### src/hdl/mre_pkg.sv
// ----------------------------------------------------------------------------
// mre_pkg
// Shared types and constants for the mouse report to event converter.
// ----------------------------------------------------------------------------
package mre_pkg;

  localparam int FLAG_W      = 10;
  localparam int FLAG_PAD_W  = 16;
  localparam int MAX_RESULTS = 43;
  localparam int IN_W        = 64;
  localparam int OUT_W       = 48;
  localparam int QUEUE_DEPTH = 2;

  localparam logic signed [11:0] WHEEL_LIMIT = 12'sd1920;

  localparam logic OP_REPORT  = 1'b0;
  localparam logic OP_RELEASE = 1'b1;

  localparam logic [1:0] KIND_DOWN   = 2'd0;
  localparam logic [1:0] KIND_UP     = 2'd1;
  localparam logic [1:0] KIND_GUI    = 2'd2;
  localparam logic [1:0] KIND_MOTION = 2'd3;

  localparam logic [3:0] CODE_NONE       = 4'd0;
  localparam logic [3:0] CODE_WHEEL_BASE = 4'd8;

  localparam logic [1:0] REG_ENABLE      = 2'd0;
  localparam logic [1:0] REG_FILTER_ON   = 2'd1;
  localparam logic [1:0] REG_NO_PRESCALE = 2'd2;
  localparam logic [1:0] REG_GUI_MODE    = 2'd3;

  typedef struct packed {
    logic enable;
    logic filter_on;
    logic no_prescale;
    logic gui_mode;
  } cfg_t;

  typedef struct packed {
    logic                rel_op;
    logic [FLAG_W-1:0]   flags;
    logic                wheel_on;
    logic                axis;
    logic signed [11:0]  amount;
    logic signed [17:0]  x;
    logic signed [16:0]  y;
    logic [2:0]          mods;
  } job_t;

  typedef struct packed {
    logic [1:0]         kind;
    logic [3:0]         code;
    logic signed [17:0] mx;
    logic signed [15:0] my;
    logic [2:0]         mods;
    logic               last;
  } event_t;

endpackage

### src/hdl/mouse_report_to_events_core.sv
// ----------------------------------------------------------------------------
// mouse_report_to_events_core
// Converts mouse reports into ordered key, GUI wheel and motion events.
// ----------------------------------------------------------------------------
// A report is taken on the slave stream and queued (two deep) so the input
// keeps flowing while earlier reports are expanded. The back end sequencer
// gives at most one event per cycle while the master side does not stall. It
// walks a setup step, the button slots (2*BUTTONS, down then up for each
// button), one step per wheel event plus one to store the accumulator, and
// one for motion. tlast marks the final event of a report; reports that
// cause no event emit nothing. Config writes are accepted at any time and
// should only be issued while the block is idle.
module mouse_report_to_events_core #(
  parameter int BUTTONS = 5,
  parameter int DETENT  = 120
) (
  input  logic                      clk,
  input  logic                      rst,
  input  logic                      s_tvalid,
  output logic                      s_tready,
  // flags[9:0], wheel_vertical, wheel_horizontal, wheel_amount[11:0],
  // move_x[15:0], move_y[15:0], modifiers[2:0], zero pad
  input  logic [mre_pkg::IN_W-1:0]  s_tdata,
  // op
  input  logic                      s_tuser,
  output logic                      m_tvalid,
  input  logic                      m_tready,
  // code[3:0], motion_x[17:0], motion_y[15:0], mod_out[2:0], zero pad
  output logic [mre_pkg::OUT_W-1:0] m_tdata,
  // kind
  output logic [1:0]                m_tuser,
  output logic                      m_tlast,
  input  logic                      cfg_valid,
  output logic                      cfg_ready,
  input  logic [1:0]                cfg_index,
  input  logic                      cfg_data
);
  import mre_pkg::*;

  cfg_t   cfg;
  job_t   job_in;
  job_t   job_out;
  logic   q_push;
  logic   q_pop;
  logic   q_full;
  logic   q_empty;
  event_t ev;

  assign cfg_ready = 1'b1;

  always_ff @(posedge clk) begin
    if (rst) begin
      cfg.enable      <= 1'b1;
      cfg.filter_on   <= 1'b0;
      cfg.no_prescale <= 1'b0;
      cfg.gui_mode    <= 1'b0;
    end else if (cfg_valid) begin
      case (cfg_index)
        REG_ENABLE:      cfg.enable      <= cfg_data;
        REG_FILTER_ON:   cfg.filter_on   <= cfg_data;
        REG_NO_PRESCALE: cfg.no_prescale <= cfg_data;
        REG_GUI_MODE:    cfg.gui_mode    <= cfg_data;
        default: begin
          cfg <= cfg;
        end
      endcase
    end
  end

  mre_front u_front (
    .s_tvalid (s_tvalid),
    .s_tready (s_tready),
    .s_tdata  (s_tdata),
    .s_tuser  (s_tuser),
    .cfg      (cfg),
    .q_full   (q_full),
    .q_push   (q_push),
    .job      (job_in)
  );

  mre_fifo u_fifo (
    .clk   (clk),
    .rst   (rst),
    .push  (q_push),
    .din   (job_in),
    .pop   (q_pop),
    .dout  (job_out),
    .full  (q_full),
    .empty (q_empty)
  );

  mre_back #(
    .BUTTONS (BUTTONS),
    .DETENT  (DETENT)
  ) u_back (
    .clk       (clk),
    .rst       (rst),
    .cfg       (cfg),
    .job       (job_out),
    .q_empty   (q_empty),
    .q_pop     (q_pop),
    .out_valid (m_tvalid),
    .out_ready (m_tready),
    .out_ev    (ev)
  );

  assign m_tdata = {7'b0, ev.mods, ev.my, ev.mx, ev.code};
  assign m_tuser = ev.kind;
  assign m_tlast = ev.last;

endmodule

### src/hdl/mre_front.sv
// ----------------------------------------------------------------------------
// mre_front
// Input side: takes reports, drops disabled ones, saturates the wheel,
// scales X (unless prescaling is off) and negates Y, and hands a job to the queue.
// ----------------------------------------------------------------------------
module mre_front (
  input  logic                    s_tvalid,
  output logic                    s_tready,
  input  logic [mre_pkg::IN_W-1:0] s_tdata,
  input  logic                    s_tuser,
  input  mre_pkg::cfg_t           cfg,
  input  logic                    q_full,
  output logic                    q_push,
  output mre_pkg::job_t           job
);
  import mre_pkg::*;

  logic [FLAG_W-1:0]  flags;
  logic               wv;
  logic               wh;
  logic signed [11:0] amt;
  logic signed [15:0] mvx;
  logic signed [15:0] mvy;
  logic [2:0]         mods;

  assign flags = s_tdata[9:0];
  assign wv    = s_tdata[10];
  assign wh    = s_tdata[11];
  assign amt   = s_tdata[23:12];
  assign mvx   = s_tdata[39:24];
  assign mvy   = s_tdata[55:40];
  assign mods  = s_tdata[58:56];

  assign s_tready = !q_full;
  assign q_push   = s_tvalid && !q_full && (s_tuser == OP_RELEASE || cfg.enable);

  always_comb begin
    job.rel_op   = (s_tuser == OP_RELEASE);
    job.flags    = flags;
    job.wheel_on = wv || wh;
    job.axis     = !wv;
    if (amt > WHEEL_LIMIT) begin
      job.amount = WHEEL_LIMIT;
    end else if (amt < -WHEEL_LIMIT) begin
      job.amount = -WHEEL_LIMIT;
    end else begin
      job.amount = amt;
    end
    if (cfg.no_prescale) begin
      job.x = 18'(mvx);
    end else begin
      job.x = {mvx, 2'b00};
    end
    job.y    = -(17'(mvy));
    job.mods = mods;
  end

endmodule

### src/hdl/mre_fifo.sv
// ----------------------------------------------------------------------------
// mre_fifo
// Short job queue between the front and the back end.
// ----------------------------------------------------------------------------
module mre_fifo (
  input  logic          clk,
  input  logic          rst,
  input  logic          push,
  input  mre_pkg::job_t din,
  input  logic          pop,
  output mre_pkg::job_t dout,
  output logic          full,
  output logic          empty
);
  import mre_pkg::*;

  localparam int PTR_W = (QUEUE_DEPTH > 1) ? $clog2(QUEUE_DEPTH) : 1;
  localparam int CNT_W = $clog2(QUEUE_DEPTH + 1);

  job_t             mem [QUEUE_DEPTH];
  logic [PTR_W-1:0] wr_ptr;
  logic [PTR_W-1:0] rd_ptr;
  logic [CNT_W-1:0] count;

  assign full  = (count == CNT_W'(QUEUE_DEPTH));
  assign empty = (count == '0);
  assign dout  = mem[rd_ptr];

  always_ff @(posedge clk) begin
    if (push) begin
      mem[wr_ptr] <= din;
    end
  end

  always_ff @(posedge clk) begin
    if (rst) begin
      wr_ptr <= '0;
      rd_ptr <= '0;
      count  <= '0;
    end else begin
      if (push) begin
        wr_ptr <= (wr_ptr == PTR_W'(QUEUE_DEPTH - 1)) ? '0 : wr_ptr + 1'b1;
      end
      if (pop) begin
        rd_ptr <= (rd_ptr == PTR_W'(QUEUE_DEPTH - 1)) ? '0 : rd_ptr + 1'b1;
      end
      if (push && !pop) begin
        count <= count + 1'b1;
      end else if (pop && !push) begin
        count <= count - 1'b1;
      end
    end
  end

endmodule

### src/hdl/mre_back.sv
// ----------------------------------------------------------------------------
// mre_back
// Event sequencer: owns the held mask, wheel accumulators and motion history,
// and walks each job through button slots, wheel detents and motion.
// ----------------------------------------------------------------------------
module mre_back #(
  parameter int BUTTONS = 5,
  parameter int DETENT  = 120
) (
  input  logic             clk,
  input  logic             rst,
  input  mre_pkg::cfg_t    cfg,
  input  mre_pkg::job_t    job,
  input  logic             q_empty,
  output logic             q_pop,
  output logic             out_valid,
  input  logic             out_ready,
  output mre_pkg::event_t  out_ev
);
  import mre_pkg::*;

  localparam int SLOTS     = 2 * BUTTONS;
  localparam int SLOT_W    = $clog2(SLOTS);
  localparam int WHEEL_CAP = (MAX_RESULTS - 2 * BUTTONS - 1) / 2;
  localparam int CNT_W     = $clog2(2 * WHEEL_CAP + 1);
  localparam int ACC_W     = 13;

  localparam logic [SLOT_W-1:0]      SLOT_LAST = SLOT_W'(SLOTS - 1);
  localparam logic signed [ACC_W-1:0] DET_POS  = ACC_W'(DETENT);
  localparam logic signed [ACC_W-1:0] DET_NEG  = ACC_W'(-DETENT);
  localparam logic signed [ACC_W-1:0] ACC_MAX  = 13'sd2047;
  localparam logic signed [ACC_W-1:0] ACC_MIN  = -13'sd2048;

  typedef enum logic [1:0] {S_IDLE, S_BTN, S_WHEEL, S_MOTION} state_t;

  state_t                   state;
  logic [SLOTS-1:0]         ev;
  logic [SLOT_W-1:0]        slot;
  logic                     whl_on;
  logic                     has_whl;
  logic                     axis;
  logic                     neg;
  logic                     sub;
  logic signed [ACC_W-1:0]  acc;
  logic [CNT_W-1:0]         cnt;
  logic signed [17:0]       mo_x;
  logic signed [15:0]       mo_y;
  logic                     has_mo;
  logic [2:0]               mods;
  logic [BUTTONS-1:0]       held;
  logic signed [11:0]       accum [2];
  logic signed [17:0]       prev_x;
  logic signed [16:0]       prev_y;

  // job setup
  logic [FLAG_PAD_W-1:0]    flags_pad;
  logic [SLOTS-1:0]         ev_p;
  logic [BUTTONS-1:0]       held_p;
  logic signed [ACC_W-1:0]  acc_p;
  logic                     whl_p;
  logic signed [18:0]       sx;
  logic signed [17:0]       sy;
  logic signed [17:0]       ex_p;
  logic signed [16:0]       ey_p;
  logic signed [15:0]       my_p;

  // wheel stepping
  logic signed [ACC_W-1:0]  acc_n;
  logic [CNT_W-1:0]         cnt_n;
  logic [CNT_W-1:0]         cap;
  logic                     more_now;
  logic                     more_next;
  logic signed [11:0]       acc_clamp;
  logic [3:0]               wheel_code;
  logic [SLOTS-1:0]         ev_rest;

  logic                     out_free;
  logic                     emit;
  event_t                   emit_ev;

  always_comb begin
    flags_pad = FLAG_PAD_W'(job.flags);
    for (int i = 0; i < BUTTONS; i++) begin
      if (job.rel_op) begin
        ev_p[2*i]   = 1'b0;
        ev_p[2*i+1] = held[i];
        held_p[i]   = 1'b0;
      end else begin
        ev_p[2*i]   = flags_pad[2*i];
        ev_p[2*i+1] = flags_pad[2*i+1] && (held[i] || flags_pad[2*i]);
        held_p[i]   = (held[i] || flags_pad[2*i]) && !ev_p[2*i+1];
      end
    end

    whl_p = !job.rel_op && job.wheel_on;
    acc_p = ACC_W'(accum[job.axis]) + ACC_W'(job.amount);

    sx = 19'(job.x) + 19'(prev_x);
    sy = 18'(job.y) + 18'(prev_y);
    if (cfg.filter_on) begin
      ex_p = 18'((sx + $signed({18'b0, sx[18]})) >>> 1);
      ey_p = 17'((sy + $signed({17'b0, sy[17]})) >>> 1);
    end else begin
      ex_p = job.x;
      ey_p = job.y;
    end
    if (ey_p > 17'sd32767) begin
      my_p = 16'sh7FFF;
    end else if (ey_p < -17'sd32768) begin
      my_p = -16'sh8000;
    end else begin
      my_p = 16'(ey_p);
    end
  end

  always_comb begin
    acc_n     = neg ? acc + DET_POS : acc + DET_NEG;
    cnt_n     = cnt + 1'b1;
    cap       = cfg.gui_mode ? CNT_W'(2 * WHEEL_CAP) : CNT_W'(WHEEL_CAP);
    more_now  = (acc >= DET_POS || acc <= DET_NEG) && (cnt < cap);
    more_next = (acc_n >= DET_POS || acc_n <= DET_NEG) && (cnt_n < cap);
    if (acc > ACC_MAX) begin
      acc_clamp = 12'sh7FF;
    end else if (acc < ACC_MIN) begin
      acc_clamp = -12'sh800;
    end else begin
      acc_clamp = 12'(acc);
    end
    wheel_code = CODE_WHEEL_BASE | {2'b00, axis, neg};
    ev_rest    = ev & ~(SLOTS'(1) << slot);
  end

  assign out_free = !out_valid || out_ready;
  assign q_pop    = (state == S_IDLE) && !q_empty;

  always_comb begin
    emit         = 1'b0;
    emit_ev.kind = KIND_DOWN;
    emit_ev.code = CODE_NONE;
    emit_ev.mx   = '0;
    emit_ev.my   = '0;
    emit_ev.mods = '0;
    emit_ev.last = 1'b0;
    case (state)
      S_BTN: begin
        emit         = ev[slot];
        emit_ev.kind = slot[0] ? KIND_UP : KIND_DOWN;
        emit_ev.code = 4'(slot >> 1);
        emit_ev.last = (ev_rest == '0) && !has_whl && !has_mo;
      end
      S_WHEEL: begin
        emit         = whl_on && more_now;
        emit_ev.code = wheel_code;
        if (cfg.gui_mode) begin
          emit_ev.kind = KIND_GUI;
          emit_ev.mods = mods;
          emit_ev.last = !more_next && !has_mo;
        end else if (!sub) begin
          emit_ev.kind = KIND_DOWN;
        end else begin
          emit_ev.kind = KIND_UP;
          emit_ev.last = !more_next && !has_mo;
        end
      end
      S_MOTION: begin
        emit         = has_mo;
        emit_ev.kind = KIND_MOTION;
        emit_ev.mx   = mo_x;
        emit_ev.my   = mo_y;
        emit_ev.last = 1'b1;
      end
      default: begin
        emit = 1'b0;
      end
    endcase
  end

  always_ff @(posedge clk) begin
    if (rst) begin
      state     <= S_IDLE;
      out_valid <= 1'b0;
      held      <= '0;
      accum[0]  <= '0;
      accum[1]  <= '0;
      prev_x    <= '0;
      prev_y    <= '0;
      ev        <= '0;
      slot      <= '0;
      whl_on    <= 1'b0;
      has_whl   <= 1'b0;
      has_mo    <= 1'b0;
      sub       <= 1'b0;
      cnt       <= '0;
    end else begin
      if (emit && out_free) begin
        out_valid <= 1'b1;
        out_ev    <= emit_ev;
      end else if (out_ready) begin
        out_valid <= 1'b0;
      end
      case (state)
        S_IDLE: begin
          if (!q_empty) begin
            ev      <= ev_p;
            held    <= held_p;
            slot    <= '0;
            whl_on  <= whl_p;
            has_whl <= whl_p && (acc_p >= DET_POS || acc_p <= DET_NEG);
            axis    <= job.axis;
            acc     <= acc_p;
            neg     <= acc_p < 0;
            cnt     <= '0;
            sub     <= 1'b0;
            mods    <= job.mods;
            mo_x    <= ex_p;
            mo_y    <= my_p;
            has_mo  <= !job.rel_op && (ex_p != 0 || ey_p != 0);
            if (job.rel_op) begin
              accum[0] <= '0;
              accum[1] <= '0;
            end else begin
              prev_x <= job.x;
              prev_y <= job.y;
            end
            state <= S_BTN;
          end
        end
        S_BTN: begin
          if (!ev[slot] || out_free) begin
            ev[slot] <= 1'b0;
            if (slot == SLOT_LAST) begin
              state <= S_WHEEL;
            end else begin
              slot <= slot + 1'b1;
            end
          end
        end
        S_WHEEL: begin
          if (whl_on && more_now) begin
            if (out_free) begin
              if (cfg.gui_mode || sub) begin
                acc <= acc_n;
                cnt <= cnt_n;
                sub <= 1'b0;
              end else begin
                sub <= 1'b1;
              end
            end
          end else begin
            if (whl_on) begin
              accum[axis] <= acc_clamp;
            end
            state <= S_MOTION;
          end
        end
        S_MOTION: begin
          if (!has_mo || out_free) begin
            state <= S_IDLE;
          end
        end
        default: begin
          state <= S_IDLE;
        end
      endcase
    end
  end

endmodule

### config.mk
export PLATFORM = sky130hd
export DESIGN_NAME = mouse_report_to_events_core
export DESIGN_NICKNAME = d
export VERILOG_FILES = /design/src/hdl/mre_pkg.sv /design/src/hdl/mouse_report_to_events_core.sv /design/src/hdl/mre_front.sv /design/src/hdl/mre_fifo.sv /design/src/hdl/mre_back.sv
export SDC_FILE = /design/constraint.sdc
export NUM_CORES = 1
export LEC_CHECK = 0
export BUFFER_PORTS_ARGS = -buffer_cell sky130_fd_sc_hd__buf_4
export CAP_MARGIN = 20
export CORE_ASPECT_RATIO = 0.6
export CORE_UTILIZATION = 45
export CTS_BUF_LIST = sky130_fd_sc_hd__clkbuf_8 sky130_fd_sc_hd__clkbuf_16
export DETAILED_ROUTE_END_ITERATION = 7
export PLACE_DENSITY = 0.73
export SKIP_LAST_GASP = 1
export SLEW_MARGIN = 20
export SYNTH_ARGS = -nofsm -noshare
export SYNTH_HDL_FRONTEND = slang
export SYNTH_SLANG_ARGS = --single-unit
### constraint.sdc
create_clock -name clk -period 12.55 [get_ports clk]
set_input_delay 2.51 -clock clk [delete_from_list [all_inputs] [get_ports clk]]
set_output_delay 2.51 -clock clk [all_outputs]
set_load 0.01 [all_outputs]
; ---- Yosys cells after proc, flatten, opt, wreduce, memory -nomap -nowiden
; Memory sizes are Yosys's and may differ from the RTL's. A register that Yosys moved wholly into a read port is not among the register bits.
; Index checks and enable logic that the tools add are counted.
; W data, S select, Z words.
[op_classes]
magnitude_cmp = 17
multipliers = 0
addsub = 14
eq_ne = 17
bitwise = 9
reduce_logical = 83
n_shift = 1
div = 0
muxes = 88
[op_table]
columns = cell, n
row1 = $mux W12, 7
row2 = $mux W13, 5
row3 = $reduce_bool A32 Y1, 2
row4 = $ge A13 B8 Y1 const B, 3
row5 = $le A13 B8 Y1 const B, 3
row6 = $mux W1, 37
row7 = $mux W17, 2
row8 = $mux W6, 5
row9 = $add A13 B8 Y13 const B, 2
row10 = $logic_and A1 B1 Y1, 26
row11 = $mux W2, 13
row12 = $pmux W13 S2, 1
row13 = $and A10 B10 Y10, 2
row14 = $mux W10, 2
row15 = $not A10 Y10, 2
row16 = $pmux W10 S2, 1
row17 = $add A18 B18 Y19, 1
row18 = $add A19 B2 Y19, 1
row19 = $add A17 B17 Y18, 1
row20 = $add A18 B2 Y18, 1
row21 = $mux W18, 1
row22 = $gt A17 B16 Y1 const B, 1
row23 = $lt A17 B16 Y1 const B, 1
row24 = $neg A16 Y17, 1
row25 = 43 further kinds, 108
[totals]
mem_count = 2
latchBits = 0
wordCells = 262
ramBits = 150
mem_bits_ro = 0
out_inout_bits = 54
inputBits = 73
ff_bits = 171
[mem_list]
columns = memory, words, word_bits, read_ports, rd_clocked_by_memory_dff, write_ports, line
row1 = u_fifo.mem, 2, 63, 1, 1, 1, mre_fifo.sv:20  ; job_t mem [QUEUE_DEPTH];
row2 = u_back.accum, 2, 12, 1, 0, 2, mre_back.sv:51  ; logic signed [11:0] accum [2];

; ---- Depth between registers and ports, before layout
[depth]
ltp_word = 10
mapped_depth = 26
mapped_depth_nobuf = 20

; ---- Cells and area by module
; Synthesis repeated with hierarchy kept, for this count alone.
[hier_totals]
hier_cells = 1634
hier_area_um2 = 17857.1
[modules_own_cells]
columns = module, cells_per_inst, area_each_um2, n_inst
row1 = mre_back, 1280, 12046.6, 1
row2 = mre_fifo, 218, 4773.3, 1
row3 = mre_front, 108, 784.5, 1
row4 = mouse_report_to_events_core, 28, 252.7, 1

; ---- Worst setup path before layout
; OpenSTA, ideal clock, no wires.
[synth_timing]
path_kind = input-to-reg
from = in rst
to = reg, netlist name u_back.out_ev[0]
stages = 3
setup_time_ps = 509
setup_slack_ps = 5892
arrival_time_ps = 6149
path_cell_list = buf_4 > clkbuf_1 > nor3b_1
[synth_via]
elab_chain_cells = 2
[synth_lines]
columns = item, line
row1 = from (decl), mouse_report_to_events_core.sv:18  ; input logic rst,
row2 = $not A1 Y1 (no line), n/a
row3 = $reduce_and A2 Y1 (no line), n/a
; No other way between the ends.
; A chain may end at the register's enable or synchronous reset.

==> results.md <==
* Status: complete, no violations
* Die X at 257 um
* Synth Flop Type: edfxtp_1
* Max Cap Violations at 0
* HPWL after DPL at 32900 um
* Wire per inst at between 15 and 20 um
* Final Setup Violations at 0
* P_sw at 1.99 mW
* Initial Util at 0.462
* CP required at about 13000 ps
* GP Congestion at 0.935
* Post-Synthesis Cells at 1654
* IO Port Bufs at 113
* Cells after DPL at ~2200
* Count of hold-fix buffers inserted at cts at 0
* RSZ-0062 raised after global routing: false
* DIE AREA at 0.0399 mm^2
* Dominant cells by area after synthesis: edfxtp_1 (42%), dfxtp_1 (8.7%), ha_1 (5.4%)
* Worst-path clk slew at 60 ps
* PnR worst setup slack at slightly above 6000 ps
* Asr flop ratio synth at 0
* Largest net degree at the start of global routing at 67
* Core footprint at 0.0381 mm^2
* CTS tree: done
* Post_cts resized at 0
* Highest net fanout along the worst path at 47
* Sequential share of power at 0.331
* Placed Area at 0.0188 mm^2
* P&R area growth vs syn at 13.1%
* Commonest cells in the netlist: edfxtp_1 (246), nor2_1 (221), a21oi_1 (109)
* Routed vias/inst at 5.73
* Num ports at 127
* Int Power at 2.79 mW
* All-Layer GR Usage at 0.221
* Clock latency on the worst-skew pair at 590 ps
* Total Power at 4.79 mW
* Setup Fix Bufs, Post-CTS at 0
* DRT Wirelength at 44400 um
* Synth warnings at 0
* Relative slew slack at 0.313
* Yosys top cell area share at 0.420
* FF+latch count, synth at approximately 320
* Number of synthesized flops with an enable pin at 246
* Hold Path Depth at 2
* Max Root-Sink Buffers at 3
* Pwr Density at 241 mW/mm^2
* Avg Cell Area, Syn at 10.6 um^2
* Hold Path Class: reg -> reg
* Peak supply drop at ~0.00014 V
* Design area at a little under 0.02 mm^2
* DR DRC count at 0
* Net Sw Frac at 0.416
* Nets at 1890
* Share of layout cells above drive strength 1 at 0.161
* Post-route ant nets at 0
* Final min period at 6320 ps
* Static leakage power at 7.45 nW
* Setup slack at placement at 6260 ps
* Period utilization at 0.504
* Slew Limit Fails at 0
* Standard-cell rows at 55
* Critical path class: reg -> reg
* Count leader, synth: edfxtp_1
* Fillers at 3294
* Clock root buffer: clkbuf_16
* Final hold violation count at 0
* Fmax achieved at 0.158 GHz
* Synth cell types at 88
* Clock Sinks at between 300 and 400
* Startpoint Class: flip-flop
* Gate power share at 0.470
* Vias post-DR at ~13000
* H-tree depth at 1
* DRT Pass-1 Iters at 6
* Clock group share of total power at 0.200
* Die Ht at 155 um
* Initial DRC Count at 1496
* Critical Path AT at 6770 ps
* Synthesized area at between 0.015 and 0.02 mm^2
* First-pass GRT wire length at between 60000 and 70000 um
* Endpoint class of the critical path: flip-flop
* Post-Layout Cell Count at around 2300
* Sequential share of the synthesized area at 0.507
* R2R cell count at 20
* Vias in the first global route at approximately 12000
* Worst-Margin Slew at 1010 ps
* Total CTS buffers at 31
* Cell taking the most area after synthesis: edfxtp_1
* Setup TNS at 0 ps
* Initial antenna violation count at 1
* Final Skew at roughly 15 ps
* Grt total ovfl at 0
power by group through the flow:
stage	Combinational [mW]	Sequential (mW)	Clock, mW
6_report	2.25	1.58	0.956
5_1_grt	2.46	1.61	1.01
4_1_cts	2.19	1.58	0.971
3_5_place_dp	2.18	1.60	0
3_3_place_gp	2.11	1.59	0
2_1_floorplan	1.66	1.54	0
path summary, 6_finish.rpt:
| check | start | to | slack [ps] |
|---|---|---|---|
| max | flip-flop | u_back.has_mo | 6230 |
| min | u_back.cnt[1] | u_back.cnt[1] | 480 |
| max reg2reg | flip-flop | u_back.has_mo | 6230 |
| min reg2reg | u_back.cnt[1] | u_back.cnt[1] | 480 |
sequential cells by signal (all words and copies together) (netlist names), 5 cells and up, named ones only:
name           cells
u_back.acc        13
u_back.accum      24
u_back.cnt         6
u_back.ev         10
u_back.held        5
u_back.mo_x       18
u_back.mo_y       16
u_back.out_ev     44
u_back.prev_x     18
u_back.prev_y     17
u_fifo.mem       126
cell usage in the layout (no fill, tap or decap), types with 5 or more instances in the layout:
| cell | instances |
|---|---|
| maj3_1 | 11 |
| xor2_1 | 35 |
| and3_1 | 15 |
| clkinv_4 | 5 |
| a211oi_1 | 27 |
| a211o_1 | 9 |
| a21oi_1 | 109 |
| a21boi_0 | 7 |
| or3_1 | 6 |
| inv_1 | 76 |
| edfxtp_1 | 246 |
| a31oi_1 | 7 |
| and2_1 | 49 |
| clkinv_1 | 7 |
| conb_1 | 8 |
| nor3_1 | 65 |
| and4_1 | 5 |
| nor4_1 | 17 |
| o211ai_1 | 9 |
| mux2_2 | 76 |
| nand4_1 | 19 |
| dfxtp_1 | 74 |
| nor2_1 | 219 |
| buf_4 | 123 |
| nor2b_1 | 17 |
| nand3_1 | 26 |
| o21ai_0 | 50 |
| mux2i_1 | 29 |
| o21a_1 | 6 |
| o21bai_1 | 8 |
| o22ai_1 | 5 |
| or4_1 | 7 |
| nand2_1 | 83 |
| or2_2 | 5 |
| a21o_1 | 21 |
| nand2b_1 | 12 |
| xnor2_1 | 50 |
| a22oi_1 | 8 |
| clkbuf_16 | 31 |
| ha_1 | 75 |
final cells by class:
class,instances,area [um^2],share of cell area
sequential,322,8910,0.448
timing repair buffer,124,943,0.0475
clock buffer,32,790,0.0397
antenna,1,2.50,0.000126
tap,513,642,0.0323
multi-input combinational,1188,8080,0.406
inverter,70,263,0.0132
clock inverter,26,245,0.0123
cells by family (layout without fill, tap and decap cells):
group	Yosys count	after routing	share of synthesized area
other cells	2	9	0.000427
fa+ha+maj	91	91	0.0649
xor+xnor	86	86	0.0433
simple gates	570	570	0.157
compound gates	324	324	0.122
buf+inv	150	252	0.0369
mux	109	109	0.0696
flops	322	322	0.507
layer usage:
layer  global-route usage  vias up  wire length, um
met5                    0        -                0
met4               0.0425        0              712
met3               0.0500       58             4220
met2                0.290      545            16800
met1                0.362     6247            22700
li1                     -     6202                -
worst max-delay path, cell delays in order, from the launching register on:
cell      delay (ps)
dfxtp_4          580
buf_4            610
mux2_2           450
ha_1             260
fa_1             440
a21o_1           200
a221o_1          440
a21oi_1          250
o211ai_1         200
nand2_1          220
and2_1           150
ha_1             170
nand2_1           70
nor3_1           380
nand4_1          330
nor4_1           490
xnor2_1          120
o21bai_1         220
nand4_1          140
nor4bb_1         290
a41oi_1          150
through the flow:
step                      hold slack (ps)   util
after floorplan                       449      -
after global placement                467  0.494
after detailed placement              471  0.494
after CTS                             480  0.522
after global routing                  495  0.522
final                                 481  0.522
(Power assumes the default switching activity.)
